### src/design/sds_pkg.sv
// Shared types and constants for the synthesizer divider select block.
// Used by sds_cell and synthesizer_divider_select; no other dependencies.
package sds_pkg;

  // Status codes.
  localparam logic [2:0] ST_OK        = 3'd0;
  localparam logic [2:0] ST_REF_RANGE = 3'd1;
  localparam logic [2:0] ST_ABOVE_VCO = 3'd2;
  localparam logic [2:0] ST_BELOW_VCO = 3'd3;
  localparam logic [2:0] ST_MAIN_RNG  = 3'd4;

  // Frequency limits in kHz.
  localparam logic [19:0] VCO_MAX_KHZ    = 20'd800000;
  localparam logic [19:0] TARGET_MIN_KHZ = 20'd50000;
  localparam logic [19:0] NP2_MAX_KHZ    = 20'd400000;
  localparam logic [19:0] NP3_MAX_KHZ    = 20'd200000;
  localparam logic [19:0] NP4_MAX_KHZ    = 20'd100000;
  localparam logic [14:0] REF_MIN_KHZ    = 15'd10000;
  localparam logic [14:0] REF_MAX_KHZ    = 15'd20000;
  localparam logic [14:0] REF_RESET_KHZ  = 15'd16000;
  localparam logic [9:0]  MAIN_MAX       = 10'h1ff;

  // Number of quotient bits, one cell each.
  localparam int QUO_BITS = 10;

  // One beat as it travels down the divider chain.
  typedef struct packed {
    logic        vld;
    logic [2:0]  status;
    logic [2:0]  np;
    logic [14:0] fref;
    logic [11:0] dvs;
    logic [11:0] rem;
    logic [9:0]  dvd;
    logic [9:0]  quo;
  } sds_beat_t;

endpackage

### src/design/sds_cell.sv
// One restoring-division cell: produces one quotient bit per beat.
// Depends on sds_pkg for the beat type.
module sds_cell (
  input  logic             clk,
  input  logic             rst,
  input  sds_pkg::sds_beat_t din,
  output sds_pkg::sds_beat_t dout
);

  logic [12:0] trial;
  logic        ge;
  logic [12:0] diff;
  sds_pkg::sds_beat_t dout_next;

  // Shift in the next dividend bit and try a subtraction.
  always_comb begin
    trial = {din.rem, din.dvd[9]};
    ge    = trial >= {1'b0, din.dvs};
    diff  = trial - {1'b0, din.dvs};
    dout_next     = din;
    dout_next.rem = ge ? diff[11:0] : trial[11:0];
    dout_next.dvd = {din.dvd[8:0], 1'b0};
    dout_next.quo = {din.quo[8:0], ge};
  end

  // Hand the beat to the next cell.
  always_ff @(posedge clk) begin
    if (rst) begin
      dout.vld <= 1'b0;
    end else begin
      dout.vld <= dout_next.vld;
    end
    dout.status <= dout_next.status;
    dout.np     <= dout_next.np;
    dout.fref   <= dout_next.fref;
    dout.dvs    <= dout_next.dvs;
    dout.rem    <= dout_next.rem;
    dout.dvd    <= dout_next.dvd;
    dout.quo    <= dout_next.quo;
  end

endmodule

### src/design/synthesizer_divider_select.sv
// Top level of the synthesizer divider select block.
// Depends on sds_pkg and sds_cell (a chain of ten division cells).
//
//   channel   ports                               handshake
//   config    cfg_we, reference_khz               write on cfg_we
//   request   start, busy, target_khz             accept on start && !busy
//   result    done, status, divider_code,         one-cycle strobe done
//             main_divider, control_word, reported_khz
//
// A request is accepted every cycle; busy is always low.
// Each result passes through one entry stage, ten division cells (one quotient
// bit each), a multiply stage and an output stage.
// Reset restores the reference to 16000 kHz and clears all valid flags.
// The result side cannot stall, so nothing in the pipeline ever holds.
module synthesizer_divider_select (
  input  logic        clk,
  input  logic        rst,
  input  logic        cfg_we,
  input  logic [14:0] reference_khz,
  input  logic        start,
  output logic        busy,
  input  logic [19:0] target_khz,
  output logic        done,
  output logic [2:0]  status,
  output logic [1:0]  divider_code,
  output logic [8:0]  main_divider,
  output logic [13:0] control_word,
  output logic [23:0] reported_khz
);

  logic [14:0] fref;
  sds_pkg::sds_beat_t entry_next;
  sds_pkg::sds_beat_t chain [sds_pkg::QUO_BITS+1];
  logic [22:0] shifted;
  logic [19:0] dividend;

  logic        mul_vld;
  logic [2:0]  mul_status;
  logic [2:0]  mul_np;
  logic [8:0]  mul_m;
  logic [23:0] mul_prod;
  logic [2:0]  mul_status_next;
  logic [27:0] scaled;
  logic [1:0]  code;

  assign busy = 1'b0;

  // Reference register.
  always_ff @(posedge clk) begin
    if (rst) begin
      fref <= sds_pkg::REF_RESET_KHZ;
    end else if (cfg_we) begin
      fref <= reference_khz;
    end
  end

  // Entry: range checks, divider power and dividend set-up.
  always_comb begin
    entry_next        = '0;
    entry_next.vld    = start;
    entry_next.fref   = fref;
    entry_next.dvs    = fref[14:3];
    if (fref < sds_pkg::REF_MIN_KHZ || fref > sds_pkg::REF_MAX_KHZ) begin
      entry_next.status = sds_pkg::ST_REF_RANGE;
    end else if (target_khz < sds_pkg::TARGET_MIN_KHZ) begin
      entry_next.status = sds_pkg::ST_BELOW_VCO;
    end else if (target_khz > sds_pkg::VCO_MAX_KHZ) begin
      entry_next.status = sds_pkg::ST_ABOVE_VCO;
    end else begin
      entry_next.status = sds_pkg::ST_OK;
    end
    if (target_khz > sds_pkg::NP2_MAX_KHZ) begin
      entry_next.np = 3'd1;
    end else if (target_khz > sds_pkg::NP3_MAX_KHZ) begin
      entry_next.np = 3'd2;
    end else if (target_khz > sds_pkg::NP4_MAX_KHZ) begin
      entry_next.np = 3'd3;
    end else begin
      entry_next.np = 3'd4;
    end
    shifted         = {3'b000, target_khz} << (entry_next.np - 3'd1);
    dividend        = shifted[19:0];
    entry_next.rem  = {2'b00, dividend[19:10]};
    entry_next.dvd  = dividend[9:0];
  end

  always_ff @(posedge clk) begin
    if (rst) begin
      chain[0].vld <= 1'b0;
    end else begin
      chain[0].vld <= entry_next.vld;
    end
    chain[0].status <= entry_next.status;
    chain[0].np     <= entry_next.np;
    chain[0].fref   <= entry_next.fref;
    chain[0].dvs    <= entry_next.dvs;
    chain[0].rem    <= entry_next.rem;
    chain[0].dvd    <= entry_next.dvd;
    chain[0].quo    <= entry_next.quo;
  end

  // Division chain, one quotient bit per cell.
  for (genvar i = 0; i < sds_pkg::QUO_BITS; i++) begin : g_cell
    sds_cell u_cell (
      .clk  (clk),
      .rst  (rst),
      .din  (chain[i]),
      .dout (chain[i+1])
    );
  end

  // Main divider range check and the reference times divider product.
  always_comb begin
    mul_status_next = chain[sds_pkg::QUO_BITS].status;
    if (mul_status_next == sds_pkg::ST_OK &&
        (chain[sds_pkg::QUO_BITS].quo > sds_pkg::MAIN_MAX ||
         chain[sds_pkg::QUO_BITS].quo == 10'd0)) begin
      mul_status_next = sds_pkg::ST_MAIN_RNG;
    end
  end

  always_ff @(posedge clk) begin
    if (rst) begin
      mul_vld <= 1'b0;
    end else begin
      mul_vld <= chain[sds_pkg::QUO_BITS].vld;
    end
    mul_status <= mul_status_next;
    mul_np     <= chain[sds_pkg::QUO_BITS].np;
    mul_m      <= chain[sds_pkg::QUO_BITS].quo[8:0];
    mul_prod   <= chain[sds_pkg::QUO_BITS].fref * chain[sds_pkg::QUO_BITS].quo[8:0];
  end

  // Output stage: scale by the output divider and zero fields on error.
  always_comb begin
    scaled = {4'b0000, mul_prod} << mul_np;
    code   = mul_np[1:0] + 2'd2;
  end

  always_ff @(posedge clk) begin
    if (rst) begin
      done <= 1'b0;
    end else begin
      done <= mul_vld;
    end
    status <= mul_status;
    if (mul_status == sds_pkg::ST_OK) begin
      divider_code <= code;
      main_divider <= mul_m;
      control_word <= {3'b000, code, mul_m};
      reported_khz <= scaled[27:4];
    end else begin
      divider_code <= '0;
      main_divider <= '0;
      control_word <= '0;
      reported_khz <= '0;
    end
  end

endmodule
### config.mk
export PLATFORM = sky130hd
export DESIGN_NAME = synthesizer_divider_select
export DESIGN_NICKNAME = d
export VERILOG_FILES = /design/src/design/sds_pkg.sv /design/src/design/sds_cell.sv /design/src/design/synthesizer_divider_select.sv
export SDC_FILE = /design/constraint.sdc
export NUM_CORES = 1
export LEC_CHECK = 0
export BUFFER_PORTS_ARGS = -buffer_cell sky130_fd_sc_hd__clkbuf_2
export CAP_MARGIN = 15
export CORE_UTILIZATION = 40
export DETAILED_ROUTE_END_ITERATION = 8
export GPL_ROUTABILITY_DRIVEN = 0
export SYNTH_ARGS = -nofsm -noshare
export SYNTH_HDL_FRONTEND = slang
export SYNTH_SLANG_ARGS = --single-unit
### constraint.sdc
create_clock -name clk -period 6.03 [get_ports clk]
set_input_delay 1.809 -clock clk [delete_from_list [all_inputs] [get_ports clk]]
set_output_delay 1.809 -clock clk [all_outputs]
set_load 0.01 [all_outputs]
### Word level (Yosys, flattened, before mapping)

Cells that the tools add are included.

| storage, ports and cells | value |
|---|---|
| register bits | 698 |
| input bits | 39 |
| output and inout bits | 54 |
| logic and storage cells | 152 |

| cells by class | value |
|---|---|
| add/sub/neg operators | 11 |
| multiply operators | 1 |
| order comparisons | 18 |
| shift-type cells | 2 |
| multiplexer cells | 14 |
| reductions and logical operators | 7 |

Operators by type and width:

| operator | number |
|---|---|
| >= comparator 13 x 12 -> 1 bit | 9 |
| two-way mux 12 bit | 8 |
| subtractor 12 bit | 8 |
| left shift 24 x 3 -> 28 bit | 1 |
| multiplier 15 x 9 -> 24 bit | 1 |
| greater-than comparator 20 x 17 -> 1 bit, second input constant | 1 |
| greater-than comparator 20 x 18 -> 1 bit, second input constant | 1 |
| greater-than comparator 20 x 19 -> 1 bit, second input constant | 1 |
| greater-than comparator 20 bit, second input constant | 1 |
| less-than comparator 20 x 16 -> 1 bit, second input constant | 1 |
| left shift 20 x 3 -> 20 bit | 1 |
| greater-than comparator 15 bit, second input constant | 1 |
| less-than comparator 15 x 14 -> 1 bit, second input constant | 1 |
| >= comparator 11 x 12 -> 1 bit | 1 |
| subtractor 11 x 12 -> 12 bit | 1 |
| two-way mux 11 bit | 1 |
| greater-than comparator 10 x 9 -> 1 bit, second input constant | 1 |
| zero test 10 bit | 1 |
| two-way mux 3 bit | 3 |
| zero test 3 bit | 2 |
| two-way mux 2 bit | 2 |
| subtractor 3 x 1 -> 3 bit, second input constant | 1 |
| adder 2 bit, second input constant | 1 |
| logical OR 1 bit | 2 |
| other kinds (2) | 2 |

### Longest topological paths before layout

| logic depth | value |
|---|---|
| depth in word-level cells | 6 |
| gate-level depth with buffers | 20 |

### Cells and area by module

From an unflattened synthesis, not the netlist that was laid out.

| second synthesis, totals | value |
|---|---|
| cell total of the unflattened synthesis | 2745 |
| area, all modules | 31287.5 µm² |

By module, submodules not included:

| module | times used | cells an instance | area an instance (µm²) | sequential area each (µm²) |
|---|---|---|---|---|
| sds_cell | 10 | 176 | 2174.6 | 1301.2 |
| synthesizer_divider_select | 1 | 985 | 9541.7 | 2702.6 |

### Worst setup path after synthesis

OpenSTA, ideal clock, no wires.

| timing | value |
|---|---|
| path type | register to register |
| start point | register g_cell[9].u_cell.dout[2] in the netlist's numbering |
| end point | register mul_prod[23] |
| arrival time | 4.775 ns |
| required time | 5.910 ns |
| path slack | 1.135 ns |
| cell stages (with the launch flop) | 19 |
| period minus slack after synthesis | 4.895 ns |
| cells stage by stage | dfxtp_1 clkbuf_1 nand2_1 fa_1 inv_1 fa_1 inv_1 fa_1 fa_1 inv_1 ha_1 o21ai_0 o21a_1 or4_1 o221ai_1 o41ai_1 o311ai_0 a21oi_1 xnor2_1 |

| on the way | value |
|---|---|
| cells in the longest elaborated chain, start to end | 1 |

RTL lines:

| element | RTL line | RTL |
|---|---|---|
| start: declaration | sds_cell.sv:7 | `output sds_pkg::sds_beat_t dout` |
| multiplier 15 x 9 -> 24 bit | synthesizer_divider_select.sv:131 | `mul_prod <= chain[sds_pkg::QUO_BITS].fref * chain[sds_pkg::QUO_BITS].quo[8:0];` |
| end signal: assignment | synthesizer_divider_select.sv:131 |  |
| end: declaration | synthesizer_divider_select.sv:41 | `logic [23:0] mul_prod;` |

Every way passes these cells.
A chain may end at the register's enable or synchronous reset.

### Worst setup path in the final report

| timing | value |
|---|---|
| start point | register g_cell[9].u_cell.dout[6] in the netlist's numbering |
| end point | register mul_prod[23] |

Same word-level chain as after synthesis.

==> results summary <==
The tree is rooted in a sky130_fd_sc_hd__clkbuf_16. The critical path ends at mul_prod[23]. The type of element capturing the critical path is a register. The number of global-route vias before repair was 15900. The total number of H-tree levels came out at 2. The initial detailed-routing violation count came out at 582. In this run the remaining antenna-violating nets after routing total 0. Counting cells, the worst reg-to-reg path comes to 16.

The initial core utilization came out at 0.407. The critical path depth in cells is 16. 93 I/O pins were placed. The run finished, with violations left. The final routed wirelength across all metal layers is 47300 µm. The routed layout has 15500 vias. Dividing the final minimum period by the clock period gives 0.910. The total iterations of the first detailed-routing run came out at 7. The class of the most critical setup path is reg -> reg.

The number of hold-slack violations in the final timing report is 0. The number of antenna repair diodes came out at 0. Among the stages of the critical path, the cell type that occurs most often is sky130_fd_sc_hd__fa_1. The number of violations of the max-capacitance limit is 0. In this run the critical register-to-register path is captured at mul_prod[23]. The number of antenna violations at the first check in global routing is 1. Yosys printed 0 warnings. The total of endpoints with negative setup slack in the final report is 0. The wire length of the first global-routing pass is 77600 µm. In this run the worst path has a maximum fanout of 17.

The number of buffers created by CTS came out at 56. The post-CTS clock slew at the launch and capture registers of the worst setup and hold paths is 0.06 ns. The ratio of cells with drive above 1 in the final layout came out at 0.126. The critical path contains buffers and inverters numbering 2 combined. The summed negative setup slack over all endpoints is 0 ns.

The mapped cell area is 24100 µm². The finished cells cover 27200 µm². The slew at the pin closest to its max-slew limit is 1.04 ns.

The number of buffers inserted for hold repair after clock tree synthesis is 0. The largest net degree at the start of global routing is 35. The die boundary width came out at 247 µm. For this run, asynchronously set or reset flops after synthesis account for 0.

The instance count of the mapped netlist came out at 2304. The number of fillers in the final layout is 5554. The shortest clock period the worst path allows after layout came out at 5.49 ns. The slack of the worst reg-to-reg path is 0.54 ns. The clock reaches the later pin of the worst-skew pair after 0.64 ns. In the routed design, unresolved DRC markers number 12. In the final routed layout, each cell accounts on average for 14.7 µm. The global router's overall resource usage came out at 0.157. Setup repair after global routing left no endpoint under its margin.

The number of gates resized after CTS was 0. The wire-length estimate of the detail-placed layout is 36900 µm. The via density per instance came out at 4.84.

The floorplan step defined a die boundary enclosing 61200 µm². Broken down by cell family, the worst path's largest delay share belongs to adder cells. Leaving out fill and tap cells, the most frequent cell in the layout is sky130_fd_sc_hd__dfxtp_1. In this run the worst setup path begins at g_cell[9].u_cell.dout[6]. Of the synthesized area, sequential elements account for 0.460.

After floorplanning, the core was sized to cover 59200 µm². The port buffer count is 88. The worst register-to-register path begins at g_cell[9].u_cell.dout[6]. The final reports fail on design-rule violations.

The setup fix buffers added after clock tree synthesis came out at 0. The worst setup path is launched from a register. Traced cell by cell, the critical path runs through and2_1 -> fa_1 -> fa_1 -> fa_1 -> inv_1 -> fa_1 -> inv_1 -> ha_1 -> or2_2 -> o31ai_1 -> or4_1 -> o221ai_1 -> o41ai_1 -> o311ai_0 -> a21oi_1 -> xnor2_1. STA puts the critical path data required time at 6.54 ns. In this run the worst hold path is classified as reg -> reg. The remaining global-route overflow is 0. In this run, synthesis inferred 0 flip-flops with an integrated enable. The maximum buffer depth of the clock tree came out at 3. TritonCTS built the clock tree.

In the layout the commonest cells are sky130_fd_sc_hd__dfxtp_1 (553), sky130_fd_sc_hd__inv_1 (281), sky130_fd_sc_hd__nand2_1 (181). The max-slew violation total from the final report is 0. The relative area change from synthesis to final layout came out at 13.1%. The synthesized flop and latch total came out at 553. In this run the tightest slew margin relative to its limit is 0.307. The worst endpoint data arrival time is 6.00 ns. The setup skew after layout is 0.0675 ns.

Averaged over all synthesized cells, the footprint is 10.5 µm². The share of the core filled with cells in the final layout came out at 0.460. Once placement finished, the instance area stood at 25200 µm². The maximum clock rate came out at 182 MHz. Among all stages on the critical path, the largest delay is contributed by sky130_fd_sc_hd__dfxtp_1. The number of distinct library cell variants in the gate-level netlist after synthesis is 74. Among all flip-flop cells after synthesis, the most frequent one is sky130_fd_sc_hd__dfxtp_1. The final net count is 2695. The worst stage delay on the critical path came out at 0.67 ns. CTS saw 553 sinks. The row count came out at 89. The vertical die dimension came out at 247 µm.
## routing by layer
metal / global-route usage / share of wire / vias up
met2: 0.288 / 0.52 / 260
li1: - / - / 7812
met3: 0.0275 / 0.034 / 118
met5: 0 / 0.00042 / -
met1: 0.176 / 0.41 / 7354
met4: 0.0704 / 0.041 / 2
## cell families (layout without fill, tap and decap cells)
logic type,count (synthesis),count (layout),share of synthesized area
buf+inv,350,481,0.0581
fa+ha+maj,265,265,0.169
compound gates,320,320,0.0892
other cells,1,4,0.000156
flops,553,553,0.460
mux,155,155,0.0735
simple gates,573,573,0.118
xor+xnor,87,87,0.0324
## area by class of cell
type	instances	area [µm²]	area share
clock inverter	40	547	0.0201
tap	773	967	0.0355
inverter	283	1060	0.0390
clock buffer	65	1490	0.0545
sequential	553	11100	0.406
multi-input combinational	1404	11600	0.427
timing repair buffer	93	478	0.0175
## how the worst min path moves through the flow
stage,depth (start not counted),slack (ns),endpoint,from
floorplan,0,0.31,g_cell[0].u_cell.dout[11],chain[670]
global route,0,0.32,g_cell[6].u_cell.dout[59],g_cell[5].u_cell.dout[59]
CTS,0,0.32,g_cell[9].u_cell.dout[9],g_cell[8].u_cell.dout[8]
detailed placement,0,0.31,g_cell[2].u_cell.dout[62],g_cell[1].u_cell.dout[62]
finish,0,0.32,g_cell[2].u_cell.dout[62],g_cell[1].u_cell.dout[62]
global placement,0,0.31,g_cell[0].u_cell.dout[18],chain[677]
## sequential cells by signal (all words and copies together) (netlist names)
signal / flops
status: 3
control_word: 1
chain: 41
mul_m: 9
divider_code: 2
mul_np: 3
mul_status: 3
reported_khz: 24
mul_vld: 1
fref: 15
done: 1
main_divider: 8
g_cell.u_cell.dout: 418
mul_prod: 24
## worst reg2reg max path, delay by kind of cell, from the launching register on
family	cells	cell delay (ns)
xor gates and xnor gates	1	0.13
buffers and inverters	2	0.09
AOI/OAI and AO/OA	5	1.39
DFF	1	0.67
and+or+nand+nor	3	0.70
adders and majority gates	5	2.40
## synth_stat cells, types with 4 or more instances
| cell | count | area, µm² |
|---|---|---|
| sky130_fd_sc_hd__o21ai_0 | 42 | 210 |
| sky130_fd_sc_hd__a21oi_1 | 91 | 455 |
| sky130_fd_sc_hd__o41ai_1 | 5 | 43.8 |
| sky130_fd_sc_hd__nor4_1 | 11 | 68.8 |
| sky130_fd_sc_hd__dfxtp_1 | 553 | 11100 |
| sky130_fd_sc_hd__ha_1 | 164 | 2050 |
| sky130_fd_sc_hd__o21ai_1 | 6 | 30.0 |
| sky130_fd_sc_hd__buf_2 | 7 | 35.0 |
| sky130_fd_sc_hd__clkbuf_1 | 35 | 131 |
| sky130_fd_sc_hd__o21bai_1 | 9 | 67.6 |
| sky130_fd_sc_hd__buf_1 | 5 | 18.8 |
| sky130_fd_sc_hd__nor3_1 | 33 | 165 |
| sky130_fd_sc_hd__nor2b_1 | 48 | 300 |
| sky130_fd_sc_hd__or4_1 | 9 | 67.6 |
| sky130_fd_sc_hd__buf_4 | 16 | 120 |
| sky130_fd_sc_hd__nand2b_1 | 12 | 75.1 |
| sky130_fd_sc_hd__o31ai_1 | 12 | 90.1 |
| sky130_fd_sc_hd__and4_1 | 5 | 43.8 |
| sky130_fd_sc_hd__a21o_1 | 48 | 360 |
| sky130_fd_sc_hd__o2111ai_1 | 7 | 61.3 |
| sky130_fd_sc_hd__nand2_1 | 181 | 679 |
| sky130_fd_sc_hd__or2_2 | 7 | 43.8 |
| sky130_fd_sc_hd__a31oi_1 | 11 | 68.8 |
| sky130_fd_sc_hd__nand4_1 | 31 | 194 |
| sky130_fd_sc_hd__or3_1 | 6 | 37.5 |
| sky130_fd_sc_hd__o21a_1 | 16 | 120 |
| sky130_fd_sc_hd__a211o_1 | 7 | 61.3 |
| sky130_fd_sc_hd__o31a_1 | 6 | 52.6 |
| sky130_fd_sc_hd__mux2_2 | 84 | 946 |
| sky130_fd_sc_hd__a21boi_0 | 4 | 30.0 |
| sky130_fd_sc_hd__xor2_1 | 20 | 175 |
| sky130_fd_sc_hd__o211a_1 | 5 | 50.1 |
| sky130_fd_sc_hd__and2_1 | 93 | 582 |
| sky130_fd_sc_hd__nand3_1 | 20 | 100 |
| sky130_fd_sc_hd__fa_1 | 101 | 2020 |
| sky130_fd_sc_hd__mux2i_1 | 62 | 621 |
| sky130_fd_sc_hd__a211oi_1 | 21 | 158 |
| sky130_fd_sc_hd__nor2_1 | 106 | 398 |
| sky130_fd_sc_hd__xnor2_1 | 66 | 578 |
| sky130_fd_sc_hd__mux4_2 | 9 | 203 |
| sky130_fd_sc_hd__inv_1 | 281 | 1050 |
## metrics by stage
| stage | setup WS (ns) | hold WS (ns) | instances |
|---|---|---|---|
| after detailed placement | 0.677 | 0.312 | 3105 |
| after floorplan | 1.13 | 0.310 | 2307 |
| after CTS | 0.601 | 0.321 | 3210 |
| after global routing | 0.202 | 0.324 | 3211 |
| after global placement | 0.788 | 0.311 | 3105 |
| final | 0.541 | 0.321 | 3211 |
Power is not shown: default switching activity piles up to over one toggle a cycle in this logic, so the estimate is an artifact.
